## config.mk

```make
export PLATFORM = sky130hd
export DESIGN_NAME = bqr_fpu
export DESIGN_NICKNAME = d
export VERILOG_FILES = /design/src/design/bqr_pkg.sv /design/src/design/bqr_fpu.sv
export SDC_FILE = /design/constraint.sdc
export NUM_CORES = 2
export LEC_CHECK = 0
export ABC_AREA = 1
export BUFFER_PORTS_ARGS = -buffer_cell sky130_fd_sc_hd__buf_2
export CAP_MARGIN = 20
export CORE_UTILIZATION = 38
export CTS_CLUSTER_DIAMETER = 50
export DETAILED_ROUTE_END_ITERATION = 6
export PLACE_DENSITY_LB_ADDON = 0.25
export RECOVER_POWER = 50
export SLEW_MARGIN = 20
export SYNTH_ARGS = -nofsm -noshare
export SYNTH_HDL_FRONTEND = slang
export SYNTH_SLANG_ARGS = --single-unit
```

## constraint.sdc

```tcl
create_clock -name i_clk -period 15.7 [get_ports i_clk]
set_input_delay 4.71 -clock i_clk [delete_from_list [all_inputs] [get_ports i_clk]]
set_output_delay 4.71 -clock i_clk [all_outputs]
set_load 0.05 [all_outputs]
```

## src/design/bqr_pkg.sv

```systemverilog
`timescale 1ns / 1ps
// shared types, codes and bf16 helpers for the query projection block
package bqr_pkg;

    localparam logic [1:0] MODE_LOAD_RANK   = 2'd0;
    localparam logic [1:0] MODE_LOAD_HIDDEN = 2'd1;
    localparam logic [1:0] MODE_QUERY       = 2'd2;
    localparam logic [1:0] MODE_HEAD        = 2'd3;

    localparam logic RESULT_QUERY = 1'b0;
    localparam logic RESULT_HEAD  = 1'b1;

    // 1/sqrt(8192) in float32
    localparam logic [31:0] HEAD_SCALE_BITS = 32'h3C3504F3;
    localparam logic [31:0] DEFAULT_NAN     = 32'hFFC00000;
    localparam logic [30:0] F32_INF_MAG     = 31'h7F800000;
    localparam logic [31:0] F32_QUIET_BIT   = 32'h00400000;

    typedef struct packed {
        logic [1:0]  mode;
        logic [11:0] element_index;
        logic [15:0] operand_value;
        logic        end_of_dot;
        logic [31:0] cosine_bits;
        logic [31:0] sine_bits;
    } t_request;

    typedef struct packed {
        logic        result_kind;
        logic [6:0]  column;
        logic [31:0] result_bits;
        logic        last_of_run;
    } t_result;

    typedef enum logic [1:0] {
        FP_MUL,
        FP_ADD,
        FP_SUB
    } t_fp_op;

    typedef struct packed {
        logic        start;
        t_fp_op      op;
        logic [31:0] a;
        logic [31:0] b;
    } t_fp_req;

    // unrounded value: mant * 2^(exp - 174), bit 47 weighs 2^(exp - 127)
    typedef struct packed {
        logic               special;
        logic [31:0]        spec_bits;
        logic               sign;
        logic signed [10:0] exp;
        logic [47:0]        mant;
    } t_fp_raw;

    typedef enum logic [3:0] {
        S_IDLE,
        S_MUL,
        S_MUL_WAIT,
        S_ADD,
        S_ADD_WAIT,
        S_FINISH,
        S_HEAD_WAIT,
        S_ROPE,
        S_ROPE_WAIT,
        S_EMIT_ODD
    } t_seq_state;

    function automatic logic [15:0] bf16_round(input logic [31:0] u);
        logic [31:0] s;
        s = u + 32'h00007FFF + {31'b0, u[16]};
        if (u[30:23] == 8'hFF && u[22:0] != 23'b0) begin
            return u[31:16] | 16'h0040;
        end
        return s[31:16];
    endfunction

endpackage

```

## src/design/bqr_fpu.sv

```systemverilog
`timescale 1ns / 1ps
// three-stage float32 multiply / add / subtract unit, round to nearest even
module bqr_fpu
    import bqr_pkg::*;
(
    input  logic        i_clk,
    input  logic        i_rst_n,
    input  t_fp_req     i_req,
    output logic        o_done,
    output logic [31:0] o_result
);

    t_fp_raw raw1, r_raw1, raw2, r_raw2;
    logic    r_v1, r_v2, r_v3;
    logic [31:0] r_res;

    // stage 1: specials, exact product or aligned sum
    always_comb begin
        logic        sa, sb, a_nan, b_nan, a_inf, b_inf, a_zero, b_zero;
        logic [31:0] bb, x, y;
        logic [23:0] ma, mb;
        logic [7:0]  exa, exb, d;
        logic [95:0] sh;
        logic [47:0] xm, ym;
        logic        sticky;
        raw1   = '0;
        bb     = i_req.b;
        b_nan  = bb[30:23] == 8'hFF && bb[22:0] != 23'b0;
        if (i_req.op == FP_SUB && !b_nan) begin
            bb[31] = ~bb[31];
        end
        sa     = i_req.a[31];
        sb     = bb[31];
        a_nan  = i_req.a[30:23] == 8'hFF && i_req.a[22:0] != 23'b0;
        a_inf  = i_req.a[30:0] == F32_INF_MAG;
        b_inf  = bb[30:0] == F32_INF_MAG;
        a_zero = i_req.a[30:0] == 31'b0;
        b_zero = bb[30:0] == 31'b0;
        x      = i_req.a;
        y      = bb;
        d      = 8'b0;
        sh     = '0;
        xm     = '0;
        ym     = '0;
        sticky = 1'b0;
        ma     = {i_req.a[30:23] != 8'b0, i_req.a[22:0]};
        mb     = {bb[30:23] != 8'b0, bb[22:0]};
        exa    = (i_req.a[30:23] == 8'b0) ? 8'd1 : i_req.a[30:23];
        exb    = (bb[30:23] == 8'b0) ? 8'd1 : bb[30:23];
        if (a_nan) begin
            raw1.special   = 1'b1;
            raw1.spec_bits = i_req.a | F32_QUIET_BIT;
        end else if (b_nan) begin
            raw1.special   = 1'b1;
            raw1.spec_bits = bb | F32_QUIET_BIT;
        end else if (i_req.op == FP_MUL) begin
            if (a_inf || b_inf) begin
                raw1.special   = 1'b1;
                raw1.spec_bits = ((a_inf && b_zero) || (b_inf && a_zero)) ?
                                 DEFAULT_NAN : {sa ^ sb, F32_INF_MAG};
            end else if (a_zero || b_zero) begin
                raw1.special   = 1'b1;
                raw1.spec_bits = {sa ^ sb, 31'b0};
            end else begin
                raw1.sign = sa ^ sb;
                raw1.exp  = 11'($signed({3'b0, exa}) + $signed({3'b0, exb})) - 11'sd126;
                raw1.mant = 48'(ma) * 48'(mb);
            end
        end else begin
            if (a_inf && b_inf && (sa != sb)) begin
                raw1.special   = 1'b1;
                raw1.spec_bits = DEFAULT_NAN;
            end else if (a_inf) begin
                raw1.special   = 1'b1;
                raw1.spec_bits = i_req.a;
            end else if (b_inf) begin
                raw1.special   = 1'b1;
                raw1.spec_bits = bb;
            end else begin
                // larger magnitude goes first
                if (i_req.a[30:0] < bb[30:0]) begin
                    x = bb;
                    y = i_req.a;
                    d = exb - exa;
                    xm = {1'b0, mb, 23'b0};
                    sh = {1'b0, ma, 23'b0, 48'b0} >> d;
                    raw1.exp = 11'(exb) + 11'sd1;
                end else begin
                    d = exa - exb;
                    xm = {1'b0, ma, 23'b0};
                    sh = {1'b0, mb, 23'b0, 48'b0} >> d;
                    raw1.exp = 11'(exa) + 11'sd1;
                end
                sticky = |sh[47:0];
                ym     = sh[95:48] | {47'b0, sticky};
                raw1.mant = (x[31] ^ y[31]) ? xm - ym : xm + ym;
                raw1.sign = (raw1.mant == 48'b0) ? (x[31] & y[31]) : x[31];
            end
        end
    end

    // stage 2: normalise, or denormalise below the smallest exponent
    always_comb begin
        logic [5:0]  lz;
        logic [10:0] rs;
        logic        st;
        raw2 = r_raw1;
        lz   = 6'd0;
        rs   = 11'd0;
        st   = 1'b0;
        for (int i = 0; i < 48; i++) begin
            if (r_raw1.mant[i]) begin
                lz = 6'(47 - i);
            end
        end
        if (r_raw1.exp > $signed({5'b0, lz})) begin
            raw2.mant = r_raw1.mant << lz;
            raw2.exp  = r_raw1.exp - $signed({5'b0, lz});
        end else if (r_raw1.exp >= 11'sd1) begin
            raw2.mant = r_raw1.mant << 6'(r_raw1.exp - 11'sd1);
            raw2.exp  = 11'sd1;
        end else begin
            rs = 11'(11'sd1 - r_raw1.exp);
            if (rs >= 11'd48) begin
                raw2.mant = {47'b0, |r_raw1.mant};
            end else begin
                st = |(r_raw1.mant & ~(48'hFFFFFFFFFFFF << rs[5:0]));
                raw2.mant = (r_raw1.mant >> rs[5:0]) | {47'b0, st};
            end
            raw2.exp = 11'sd1;
        end
    end

    always_ff @(posedge i_clk) begin
        logic        rnd;
        logic [35:0] pk;
        rnd = r_raw2.mant[23] & ((|r_raw2.mant[22:0]) | r_raw2.mant[24]);
        pk  = (36'(r_raw2.exp - 11'sd1) << 23) + 36'(r_raw2.mant[47:24]) + 36'(rnd);
        r_raw1 <= raw1;
        r_raw2 <= raw2;
        if (r_raw2.special) begin
            r_res <= r_raw2.spec_bits;
        end else if (r_raw2.mant == 48'b0) begin
            r_res <= {r_raw2.sign, 31'b0};
        end else if (pk >= 36'(F32_INF_MAG)) begin
            r_res <= {r_raw2.sign, F32_INF_MAG};
        end else begin
            r_res <= {r_raw2.sign, pk[30:0]};
        end
        if (!i_rst_n) begin
            r_v1 <= 1'b0;
            r_v2 <= 1'b0;
            r_v3 <= 1'b0;
        end else begin
            r_v1 <= i_req.start;
            r_v2 <= r_v1;
            r_v3 <= r_v2;
        end
    end

    assign o_done   = r_v3;
    assign o_result = r_res;

endmodule

```

==> run metrics <==
status=finished, violations left; failing checks=capacitance limit, slew limit; H-tree depth=1; mean post-synth cell area=~6.3 sq um; XOR/XNOR share of the synthesized area=0.0171; CTS buffer count=29; placed wire-length estimate=177000 um; area leader, netlist=fa_1; cell mode on critical path=nand2_1; CTS sink cnt=220; Synth Flop Type=dfxtp_1; Synth cell types=between 70 and 80; CTS root buf=clkbuf_16; Hold Vio Cnt, Final=0; Synth Instances=roughly 7.5k; number of synthesized flops with an enable pin=0; fraction of the mapped netlist area in compound gates=0.144; largest family of logic cells by synthesized area=simple AND/OR/NAND/NOR gates; top cells by area in the synthesized netlist=fa_1 21%, nand2_1 16%, inv_1 9.6%; Final Wtd Congestion=1.06; pin count of the biggest net entering global routing=62; hold path start=r_raw1[88]$_DFF_P_; # rows=approximately 130; Worst-path clk slew=60 ps; PostCTS Resize Cnt=0; initial DRC count=5412; Hold Buf Count CTS=0; reg-to-reg slack, setup=5540 ps; Critical Path Sink Type=flop; Post-synth ARST share=0; post-layout minimum cycle time=roughly 14000 ps; hold path cells=0; post-DR wirelength/cell=24.1 um; Critical Path Source=i_req[24]; I/O pins=a little over 100; Post-Synth Adder-Cell Area=0.287; CTS tree=yes; initial antenna violation count=17; first-pass GRT wire length=around 320000 um; Seq/Total Area, Yosys=0.0939; synthesis-to-finish area growth=5.93%; Die ar.=about 0.12 sq mm; flops & latches, synth=220; IO Port Bufs=between 100 and 150; Post-synth top cells=2055 x nand2_1, 1193 x inv_1, 545 x nand3_1, 535 x o21ai_0, 518 x nor2_1; worst-path fanout max=30; Vias per Instance=between 5 and 6; Worst R2R End=r_raw2[29]$_DFF_P_; final WL=around 220000 um; RSZ-0062 raised after global routing=no; DIE WIDTH=353 um; total gr overflow=0; CP max stage delay=approximately 440 ps; RR Startpoint=r_raw1[2]$_SDFF_PP0_; Max Buffers Root-to-Sink=3; Final Max Tran Viols=~130; die height=353 um; simple-gate share of the synthesized area=0.309; Worst EP required=between 15000 and 20000 ps; HP Class=reg2reg; slowest CP cell=fa_1; startpoint types=input pin; Worst Max-Slew Pin Slew=approximately 2600 ps; syn nets=around 8.3k; multiplexer area fraction after synthesis=0.0120; Worst EP arrival=14660 ps; Pre-antenna DRT Iters=7; Ys Warns=0; via count=between 50k and 60k; post-CTS setup buffer count=0; Rel. slew slack=-0.744; end of the worst hold path=r_raw2[88]$_DFF_P_; Final Cycle Share=0.904; # setup viols final=0; Antenna Nets Post-Route=0; CP Class=in2reg; Yosys top cell area share=0.207; setup TNS=0 ps; Post-Route Skew=approximately 53 ps; GRT Total Usage=0.339; most common cell in the netlist=nand2_1; worst skew pair latency=around 610 ps; Initial Utilization=0.384; Netlist Area Pre-Place=0.0469 sq mm; worst r2r path cells=between 60 and 70; Nets=slightly above 8k; vias in the first global route=49.0k; Core ar.=around 0.12 sq mm; fmax=about 70 MHz; share of cells above drive strength 1=0.0532; DRC=0; Max Cap Violations=3
==> metrics by stage <==
step	instances	instance area (sq um)	hold slack [ps]	utilization	worst slack (ps)
floorplan	7474	46900	310	-	3540
global placement	8903	48700	311	0.399	1080
detailed placement	8903	48700	312	0.399	1110
CTS	8957	49700	326	0.407	1740
global route	8957	49700	330	0.407	377
finish	8964	49700	321	0.407	1500
==> cells in the final DEF, fill, tap and decap left out, types with 113 or more instances in the layout <==
master   Yosys  final
buf_4        8    113
fa_1       486    486
inv_1     1193   1193
ha_1       299    298
dfxtp_1    220    219
nand2_1   2055   2053
nand3_1    545    545
o21ai_0    535    535
nor2_1     518    518
a21oi_1    296    295
==> final cells by class <==
type | instances | area, sq um
inverters | 1265 | 4750
clock buffers | 40 | 837
clock inverters | 14 | 160
fillers | 13500 | 72400
flip-flops and latches | 220 | 4410
diodes | 7 | 17.5
repair buffers | 220 | 1350
multi-input cells | 5573 | 36100
well taps | 1625 | 2030
==> cell families (layout without fill, tap and decap cells) <==
group / after synthesis / count (layout)
AO/OA/AOI/OAI: 1204 / 1204
flip-flops: 220 / 220
buffers and inverters: 1681 / 1539
AND/OR/NAND/NOR: 3441 / 3441
other: 1 / 8
multiplexers: 56 / 56
XOR/XNOR: 86 / 86
adder cells (fa/ha/maj): 785 / 785
==> state kept, by name (all words and copies together) (netlist names) <==
signal	cells
r_v2	1
r_v1	1
o_result	32
o_done	1
r_raw1	92
r_raw2	93
==> worst max-delay path, delay by kind of cell <==
| family | cells | cell delay [ps] |
|---|---|---|
| XOR/XNOR | 1 | 170 |
| buffers and inverters | 10 | 1270 |
| AO/OA/AOI/OAI | 9 | 1980 |
| AND/OR/NAND/NOR | 38 | 5160 |
| adder cells (fa/ha/maj) | 4 | 1340 |
==> layer usage <==
| metal | vias to the layer above | GRT usage | share of wire | routed length (um) |
|---|---|---|---|---|
| met5 | - | 0 | 0.00032 | 69 |
| met1 | 24300 | 0.440 | 0.41 | 89500 |
| met3 | 477 | 0.0414 | 0.073 | 15700 |
| met2 | 2255 | 0.559 | 0.46 | 98800 |
| met4 | 10 | 0.160 | 0.056 | 12200 |
| li1 | 23300 | - | - | - |
==> how the worst max path moves through the flow <==
stage	to	slack [ps]	cells past startpoint
floorplan	r_raw1[44]$_SDFF_PP0_	3540	46
global placement	r_raw1[59]$_SDFF_PP0_	1080	64
detailed placement	r_raw1[59]$_SDFF_PP0_	1110	64
CTS	r_raw1[59]$_SDFF_PP0_	1740	64
global route	r_raw1[59]$_SDFF_PP0_	380	64
finish	r_raw1[59]$_SDFF_PP0_	1500	62
Power is not shown: default switching activity piles up to over one toggle a cycle in this logic, so the estimate is an artifact.
